### src/hw/rtl/ipv4_longest_prefix_match_macros.svh
`ifndef IPV4_LONGEST_PREFIX_MATCH_MACROS_SVH
`define IPV4_LONGEST_PREFIX_MATCH_MACROS_SVH

`ifndef NO_ASSERTIONS
`define LPM_ASSERT_SAME(label, clk, rst, cond, conseq) \
   label: assert property (@(posedge clk) disable iff (rst) (cond) |-> (conseq)) \
      else $error("lpm assertion failed");
`define LPM_ASSERT_NEXT(label, clk, rst, cond, conseq) \
   label: assert property (@(posedge clk) disable iff (rst) (cond) |=> (conseq)) \
      else $error("lpm assertion failed");
`else
`define LPM_ASSERT_SAME(label, clk, rst, cond, conseq)
`define LPM_ASSERT_NEXT(label, clk, rst, cond, conseq)
`endif

`endif

### src/hw/rtl/lpm_pkg.sv
package lpm_pkg;

   localparam int ENTRIES = 64;
   localparam int IDX_W   = $clog2(ENTRIES);
   localparam int ADDR_W  = 32;
   localparam int LEN_W   = 6;
   localparam int OP_W    = 2;
   localparam int ST_W    = 2;

   localparam logic [OP_W-1:0] OP_LOOKUP = 2'd0;
   localparam logic [OP_W-1:0] OP_INSERT = 2'd1;
   localparam logic [OP_W-1:0] OP_REMOVE = 2'd2;
   localparam logic [OP_W-1:0] OP_UNUSED = 2'd3;

   localparam logic [ST_W-1:0] ST_OK        = 2'd0;
   localparam logic [ST_W-1:0] ST_NOT_FOUND = 2'd1;
   localparam logic [ST_W-1:0] ST_FULL      = 2'd2;
   localparam logic [ST_W-1:0] ST_ZERO      = 2'd3;

   typedef struct packed {
      logic              valid;
      logic [OP_W-1:0]   op;
      logic [ADDR_W-1:0] addr;
      logic [LEN_W-1:0]  len;
      logic [LEN_W-1:0]  best;
      logic              hit;
      logic [IDX_W-1:0]  hit_idx;
      logic              free_ok;
      logic [IDX_W-1:0]  free_idx;
   } carry_type;

   typedef struct packed {
      logic              en;
      logic              set;
      logic [IDX_W-1:0]  idx;
      logic [ADDR_W-1:0] network;
      logic [LEN_W-1:0]  len;
   } wr_cmd_type;

   function automatic logic [ADDR_W-1:0] prefix_mask(input logic [LEN_W-1:0] len);
      return ~({ADDR_W{1'b1}} >> len);
   endfunction

endpackage

### src/hw/rtl/lpm_cell.sv
module lpm_cell (
   input  logic                       clock,
   input  logic                       reset,
   input  logic [lpm_pkg::IDX_W-1:0]  cell_idx,
   input  lpm_pkg::carry_type         up_carry,
   output lpm_pkg::carry_type         down_carry,
   input  lpm_pkg::wr_cmd_type        wr_cmd
);

   logic                        ent_valid_ff;
   logic [lpm_pkg::ADDR_W-1:0]  ent_net_ff;
   logic [lpm_pkg::LEN_W-1:0]   ent_len_ff;
   lpm_pkg::carry_type          carry_ff;
   lpm_pkg::carry_type          carry_in;
   logic [lpm_pkg::ADDR_W-1:0]  net_mask;
   logic                        lookup_hit;
   logic                        exact_hit;
   logic                        wr_here;

   assign net_mask   = lpm_pkg::prefix_mask(ent_len_ff);
   assign lookup_hit = ent_valid_ff && ((up_carry.addr & net_mask) == ent_net_ff) &&
                       (ent_len_ff > up_carry.best);
   assign exact_hit  = ent_valid_ff && (ent_len_ff == up_carry.len) &&
                       (ent_net_ff == up_carry.addr);
   assign wr_here    = wr_cmd.en && (wr_cmd.idx == cell_idx);

   always_comb begin
      carry_in = up_carry;
      if (up_carry.op == lpm_pkg::OP_LOOKUP) begin
         if (lookup_hit) begin
            carry_in.best = ent_len_ff;
         end
      end else if (exact_hit) begin
         carry_in.hit     = 1'b1;
         carry_in.hit_idx = cell_idx;
      end
      if (!ent_valid_ff && !up_carry.free_ok) begin
         carry_in.free_ok  = 1'b1;
         carry_in.free_idx = cell_idx;
      end
   end

   always_ff @(posedge clock) begin
      if (reset) begin
         carry_ff.valid <= 1'b0;
      end else begin
         carry_ff <= carry_in;
      end
   end

   always_ff @(posedge clock) begin
      if (reset) begin
         ent_valid_ff <= 1'b0;
      end else if (wr_here) begin
         ent_valid_ff <= wr_cmd.set;
      end
   end

   always_ff @(posedge clock) begin
      if (wr_here && wr_cmd.set) begin
         ent_net_ff <= wr_cmd.network;
         ent_len_ff <= wr_cmd.len;
      end
   end

   assign down_carry = carry_ff;

endmodule

### config.mk
export PLATFORM = sky130hd
export DESIGN_NAME = lpm_cell
export DESIGN_NICKNAME = d
export VERILOG_FILES = /design/src/hw/rtl/ipv4_longest_prefix_match_macros.svh /design/src/hw/rtl/lpm_pkg.sv /design/src/hw/rtl/lpm_cell.sv
export SDC_FILE = /design/constraint.sdc
export NUM_CORES = 1
export LEC_CHECK = 0
export BUFFER_PORTS_ARGS = -buffer_cell sky130_fd_sc_hd__buf_2
export CAP_MARGIN = 20
export CORE_MARGIN = 5
export CORE_UTILIZATION = 56
export CTS_BUF_LIST = sky130_fd_sc_hd__clkbuf_8
export CTS_CLUSTER_DIAMETER = 100
export CTS_CLUSTER_SIZE = 25
export DETAILED_ROUTE_END_ITERATION = 16
export HOLD_SLACK_MARGIN = 0.08
export PLACE_DENSITY = 0.88
export SLEW_MARGIN = 10
export SYNTH_ARGS = -nofsm -noshare
export SYNTH_HDL_FRONTEND = slang
export SYNTH_SLANG_ARGS = --single-unit
### constraint.sdc
create_clock -name clock -period 5.67 [get_ports clock]
set_clock_uncertainty 0.15 [all_clocks]
set_input_delay 0.8505 -clock clock [delete_from_list [all_inputs] [get_ports clock]]
set_output_delay 0.8505 -clock clock [all_outputs]
set_load 0.005 [all_outputs]
==> results of run 1 <==
==> report_power, final <==
group          leakage, nW  internal, mW  switching, mW
sequential           0.942         0.852         0.0111
combinational         1.50        0.0782         0.0830
clock               0.0929         0.180          0.266
total                 2.53          1.11          0.360
==> logic make-up after synthesis <==
family          Yosys count
compound gates           79
flops                   100
simple gates            100
fa+ha+maj                 6
xor+xnor                 31
mux                      22
buf+inv                  41
==> layout make-up <==
cell class                 instances  share of cell area (%)
clock inverter                     6                   0.900
multi-input combinational        238                    29.2
clock buffer                      10                    2.25
inverter                          28                    1.72
timing repair buffer             179                    15.0
tap                              108                    2.21
sequential                       100                    48.7
==> how the worst max path moves through the flow <==
stage | from | endpoint | slack [ns] | depth (start not counted)
after global routing | ent_len_ff[3]$_DFFE_PP_ | down_carry[14]$_DFFE_PN_ | 2.02 | 8
after CTS | ent_len_ff[3]$_DFFE_PP_ | down_carry[14]$_DFFE_PN_ | 2.32 | 8
after floorplan | cell_idx[5] | ent_len_ff[0]$_DFFE_PP_ | 1.91 | 3
after detailed placement | up_carry[59] | down_carry[16]$_DFFE_PN_ | 2.29 | 8
after global placement | up_carry[59] | down_carry[16]$_DFFE_PN_ | 2.18 | 8
final | ent_len_ff[3]$_DFFE_PP_ | down_carry[14]$_DFFE_PN_ | 2.25 | 8
==> stage by stage <==
step                util [%]  cell area, sq um  hold slack [ns]  cells
detailed placement      68.1              5910            0.357    652
global placement        68.1              5910            0.357    652
finish                  70.5              6120            0.389    669
CTS                     70.3              6100            0.383    668
global route            70.5              6120            0.422    669
floorplan                  -              4960            0.323    379
==> placed cells by master, fill, tap and decap left out, types with 4 or more instances in the layout <==
cell,n
o2111ai_1,7
xnor2_1,13
nor2b_1,17
edfxtp_1,98
o21a_1,4
mux2_2,6
nand2b_1,12
buf_2,175
nand2_1,18
nand4_1,7
a2111oi_0,4
nor3_1,4
mux2_1,6
ha_1,6
o21ai_0,13
nand3_1,5
xor2_1,18
inv_1,27
a21oi_1,15
nor2_1,13
clkbuf_8,10
and3_1,5
mux2i_1,7
==> worst max-delay path: cells and delay by family, from the launching register on <==
kind                   cells  cell delay [ns]
AOI/OAI and AO/OA          1             0.37
buffers and inverters      1             0.32
DFF                        1             0.80
muxes                      1             0.35
and+or+nand+nor            5             1.17
==> state kept, by name (all words and copies together) (netlist names) <==
signal / flops
ent_len_ff: 6
down_carry: 61
ent_net_ff: 32
ent_valid_ff: 1
==> per-layer routing <==
metal  GRT usage (%)  vias to the layer above  wire length [microns]  part of all wire (%)
met5               0                        -                      0                     0
met4            8.97                        0                    414                   2.8
met3            5.15                       34                   1050                   7.1
met2            43.9                      214                   7330                    50
met1            35.2                     1922                   5880                    40
li1                -                     1783                      -                     -
==> results.md, run 1 <==
- Synth Area in Adders: 1.51%
- Largest family of logic cells by synthesized area: simple AND/OR/NAND/NOR gates
- Commonest cells in the netlist: edfxtp_1 (98), inv_1 (28), nand2_1 (18), xor2_1 (18), nor2b_1 (17)
- CP endpoint kind: flop
- Slowest stage delay, CP: 0.80 ns
- Share of cells above drive strength 1: 39.2%
- Hold Vio Cnt, Final: 0
- PostCTS Resize Cnt: 0
- Largest cells by area after synthesis: edfxtp_1 (59%), xor2_1 (3.2%), xnor2_1 (2.3%)
- Post-detail-place hpwl: 11500 microns
- Fin Setup TNS: 0 ns
- Largest net degree at the start of global routing: 40
- Compound-Gate Fraction of Synth Area: 11.7%
- CP Max Fanout: 14
- Reg area: 2980 sq um
- Row Count: 34
- Peak supply drop: 0.197 mV
- Gp weighted congestion: 0.943
- Slew Viols, Final: 0
- DR iter-0 viols: 277
- Crit Path Category: reg -> reg
- Synthesized Nets: 500
- Post-layout power: 1.47 mW
- Core area: 8680 sq um
- Post-synthesis instance total: 379
- Hold Crit Start: ent_valid_ff$_SDFFE_PP0P_
- Crit path cell chain: buf_4, nand2_1, and3_1, a2111oi_0, nand4_1, nor4_4, nand4_4, mux2_4
- Count leader, synth: edfxtp_1
- FF-to-FF setup slack: 2.25 ns
- Pleak: 2.53 nW
- Setup WS post-layout: 2.25 ns
- Clk slew on worst S/H paths: 0.12 ns
- Yosys reg bits: 100
- Area of the multi-input gates: 1790 sq um
- Maxcap violations: 0
- Port Buffers: 175
- NumNets Final: 677
- Clk_lat worst skew: 0.37 ns
- Post-synth top area share: 59.4%
- Achievable clock frequency: 292 MHz
- Number of H-tree levels: 3
- Endpoint, Worst Hold: down_carry[6]$_SDFFCE_PP1N_
- Sequential area share after synthesis: 60.2%
- Die Height: 104 microns
- Wire length per cell: 21.9 microns
- Vias in the first global route: 3980
- Max clock buf depth: 2
- CTS tree: built
- Synth Area in Simple Gates: 12.2%
- Startpoint Class: flop
- Die W: 104 microns
- Crit Reg-Reg Startpoint: ent_len_ff[3]$_DFFE_PP_
- Num Clock Sinks: 100
- Worst reg2reg endpoint: down_carry[14]$_DFFE_PN_
- Worst path slowest cell: edfxtp_1
- RSZ-0062 raised after global routing: false
- Post-synth top area cell: edfxtp_1
- Hold path depth: 1
- Fillers: 631
- Post-synthesis mux area share: 5.05%
- Area grow syn2layout: 23.5%
- Initial antenna violation count: 0
- Placement Setup Slack: 2.29 ns
- PD cells: 240 nW/um^2
- Final ANT Viol Nets: 0
- Ant. Diodes: 0
- Post-Synth XOR/XNOR Area: 5.48%
- Worst EP required: 5.63 ns
- Fin crit period: 3.42 ns
- Die Area: 10800 sq um
- Async set-reset flop share out of synthesis: 0%
- Syn_area_per_cell: 13.1 sq um
- Distinct cells, synth: 65
- Overflow after GRT: 0
- Residual DRC count: 0
- Syn. warnings: 0
- Post-synth EDFFs: 98
- Least-Margin Pin Slew: 0.784 ns
- Cells on worst reg2reg path: 8
- Slew margin rel.: 47.7%
- Post CTS Setup Buffer Count: 0
- Fin crit share: 60.3%
- Num CTS Buffers: 9
- Crit path arrival time: 3.38 ns
- Routed vias/inst: 5.91
- Status: complete, no violations
- Hold-fix buffers, CTS: 0
- Initial Util: 57.1%
- Global-route wire length before repair: 22600 microns
- Final setup violation count: 0
- # IOs: 176
- Clk root buf: clkbuf_8
- Hold WC Path Type: reg -> reg
- Drt pass-1 iters: 5
- Most used DFF post-synth: edfxtp_1
- Syn Std Cell Area: 4960 sq um
- Total GRT Usage: 26.6%
- Drt total wl: 14700 microns
- Vias: 3953
(Power assumes the default switching activity.)
==> run 2, diff against run 1 <==
--- a/config.mk
+++ b/config.mk
@@ -8,13 +8,13 @@
 export BUFFER_PORTS_ARGS = -buffer_cell sky130_fd_sc_hd__buf_2
 export CAP_MARGIN = 20
 export CORE_MARGIN = 5
-export CORE_UTILIZATION = 56
+export CORE_UTILIZATION = 47
 export CTS_BUF_LIST = sky130_fd_sc_hd__clkbuf_8
 export CTS_CLUSTER_DIAMETER = 100
 export CTS_CLUSTER_SIZE = 25
 export DETAILED_ROUTE_END_ITERATION = 16
 export HOLD_SLACK_MARGIN = 0.08
-export PLACE_DENSITY = 0.88
+export PLACE_DENSITY = 0.79
 export SLEW_MARGIN = 10
 export SYNTH_ARGS = -nofsm -noshare
 export SYNTH_HDL_FRONTEND = slang
==> constraint.sdc (replaced) <==
create_clock -name clock -period 3 [get_ports clock]
set_clock_uncertainty 0.15 [all_clocks]
set_input_delay 0.45 -clock clock [delete_from_list [all_inputs] [get_ports clock]]
set_output_delay 0.45 -clock clock [all_outputs]
set_load 0.005 [all_outputs]
==> run 2 against run 1 <==
Effect of this change:
- setup slack got worse by 2.2 ns
- first-iteration DRC count fell by 0.36%
- worst hold slack got worse by 0.29 ns
- routed wire length rose by 3.0%
- power up 110%
- global-route usage shrank 2.9 points
- fmax increased by 18%
- critical path depth is 2 higher
- sequential share of layout area down 4.8 points
- highest routed layer unchanged
==> results.md, run 2 (synthesis results as in run 1) <==
- Clk_lat worst skew: 0.37 ns
- CTS tree: built
- Core area: 10300 sq um
- Crit Path Category: reg -> reg
- Largest net degree at the start of global routing: 40
- Area grow syn2layout: 37.1%
- Row Count: 37
- Initial Util: 48.0%
- Peak supply drop: 0.314 mV
- Fin crit period: 2.90 ns
- Drt pass-1 iters: 4
- Startpoint Class: flop
- Fillers: 779
- Fin crit share: 96.8%
- CP Max Fanout: 5
- Fin Setup TNS: 0 ns
- Residual DRC count: 0
- Gp weighted congestion: 0.884
- Final setup violation count: 0
- Met2 usage: 39.0%
- Least-Margin Pin Slew: 0.597 ns
- DR iter-0 viols: 276
- Met3 Use GR: 5.01%
- Final core utilization: 65.8%
- Die Height: 113 microns
- Share of cells above drive strength 1: 44.8%
- Crit path arrival time: 2.88 ns
- Port Buffers: 175
- Status: complete, no violations
- Vias: 3982
- Max FFs per register: 61
- Post-Place Cells: 713
- Maxcap violations: 0
- Total GRT Usage: 23.7%
- CP endpoint kind: flop
- Hold path depth: 1
- # IOs: 176
- PD cells: 451 nW/um^2
- M1 GR Usage: 31.7%
- Pleak: 2.85 nW
- Wire length per cell: 20.2 microns
- Clk slew on worst S/H paths: 0.09 ns
- Final ANT Viol Nets: 0
- Drt total wl: 15100 microns
- Most Crowded Layer GR: met2
- Num Clock Sinks: 100
- Commonest non-fill, non-tap cell in the layout: buf_2
- Num CTS Buffers: 9
- Hold Vio Cnt, Final: 0
- Initial antenna violation count: 0
- Post-detail-place hpwl: 11900 microns
- Number of H-tree levels: 3
- Max clock buf depth: 2
- Global-route wire length before repair: 22900 microns
- Hold WC Path Type: in -> reg
- Slew Viols, Final: 0
- Clk root buf: clkbuf_8
- Die W: 113 microns
- RSZ-0062 raised after global routing: true
- Die Area: 12700 sq um
- Worst EP required: 2.98 ns
- Achievable clock frequency: 344 MHz
- Slew margin rel.: 60.2%
- Ant. Diodes: 0
- Cells on worst reg2reg path: 10
- NumNets Final: 728
- Post-layout power: 3.06 mW
- Routed vias/inst: 5.32
- Vias in the first global route: 4148
- Overflow after GRT: 0
- Layout Cells excl Fill: 748
- Most frequent cells in the layout: buf_2 (175), edfxtp_1 (98), buf_4 (39), inv_1 (27)
==> run 2: changes by cell type in the layout (fill, tap and decap cells not counted), sizes merged <==
cell         previous run  this run
clkinv                  1         2
inv                    31        29
clkinvlp                2         0
clkbuf                 10         9
bufinv                  0         4
buf                   179       222
dlygate4sd3             0         8
==> run 2: final timing paths <==
| check | start | slack, ns | end |
|---|---|---|---|
| max | ent_len_ff[2]$_DFFE_PP_ | 0.1 | down_carry[16]$_DFFE_PN_ |
| min | wr_cmd[17] | 0.1 | ent_net_ff[11]$_DFFE_PP_ |
| max reg2reg | ent_len_ff[2]$_DFFE_PP_ | 0.1 | down_carry[16]$_DFFE_PN_ |
| min reg2reg | ent_valid_ff$_SDFFE_PP0P_ | 0.37 | down_carry[6]$_SDFFCE_PP1N_ |
==> run 2: routing by layer <==
metal  wire length, microns  vias to the layer above  share of wire, %
met5                      0                        -                 0
met1                   6360                     1919                42
met3                   1050                       17               6.9
met2                   7490                      157                50
met4                    220                        0               1.5
li1                       -                     1889                 -
==> run 2: final cells by class <==
class | instances | area [sq um] | share of cell area [%]
Inverter | 28 | 105 | 1.55
Clock inverter | 7 | 138 | 2.03
Multi-Input combinational cell | 238 | 1900 | 28.0
Tap cell | 136 | 170 | 2.51
Timing Repair Buffer | 230 | 1370 | 20.2
Clock buffer | 9 | 124 | 1.82
Sequential cell | 100 | 2980 | 43.9
==> run 2: timing repair <==
item,in CTS,in global routing
pin swaps,0,10
setup buffers,0,12
resized for setup,3,21
endpoints found under the setup margin,12,12
gates cloned,0,0
hold endpoints to repair,4,4
hold buffers,4,4
==> run 2: per-stage QoR <==
stage | setup slack [ns] | cell area [sq um] | hold WS (ns)
after detailed placement | -0.216 | 6240 | 0.345
after global routing | -0.0460 | 6790 | 0.0796
after CTS | -0.00532 | 6560 | 0.0804
after global placement | -0.215 | 6240 | 0.343
final | 0.0957 | 6790 | 0.0965
after floorplan | 0.274 | 4960 | 0.323
==> run 2: power by group <==
| part | switching (mW) | internal, mW |
|---|---|---|
| logic | 0.166 | 0.169 |
| clock network | 0.464 | 0.637 |
| registers | 0.0170 | 1.61 |
==> run 2: critical path: stages, from the launching register on <==
cell,delay (ns)
edfxtp_1,0.49
buf_6,0.17
buf_4,0.12
buf_4,0.14
ha_4,0.21
nand4_1,0.14
o221ai_2,0.14
a2111oi_2,0.28
and4_1,0.30
nand4_4,0.18
mux2_4,0.34
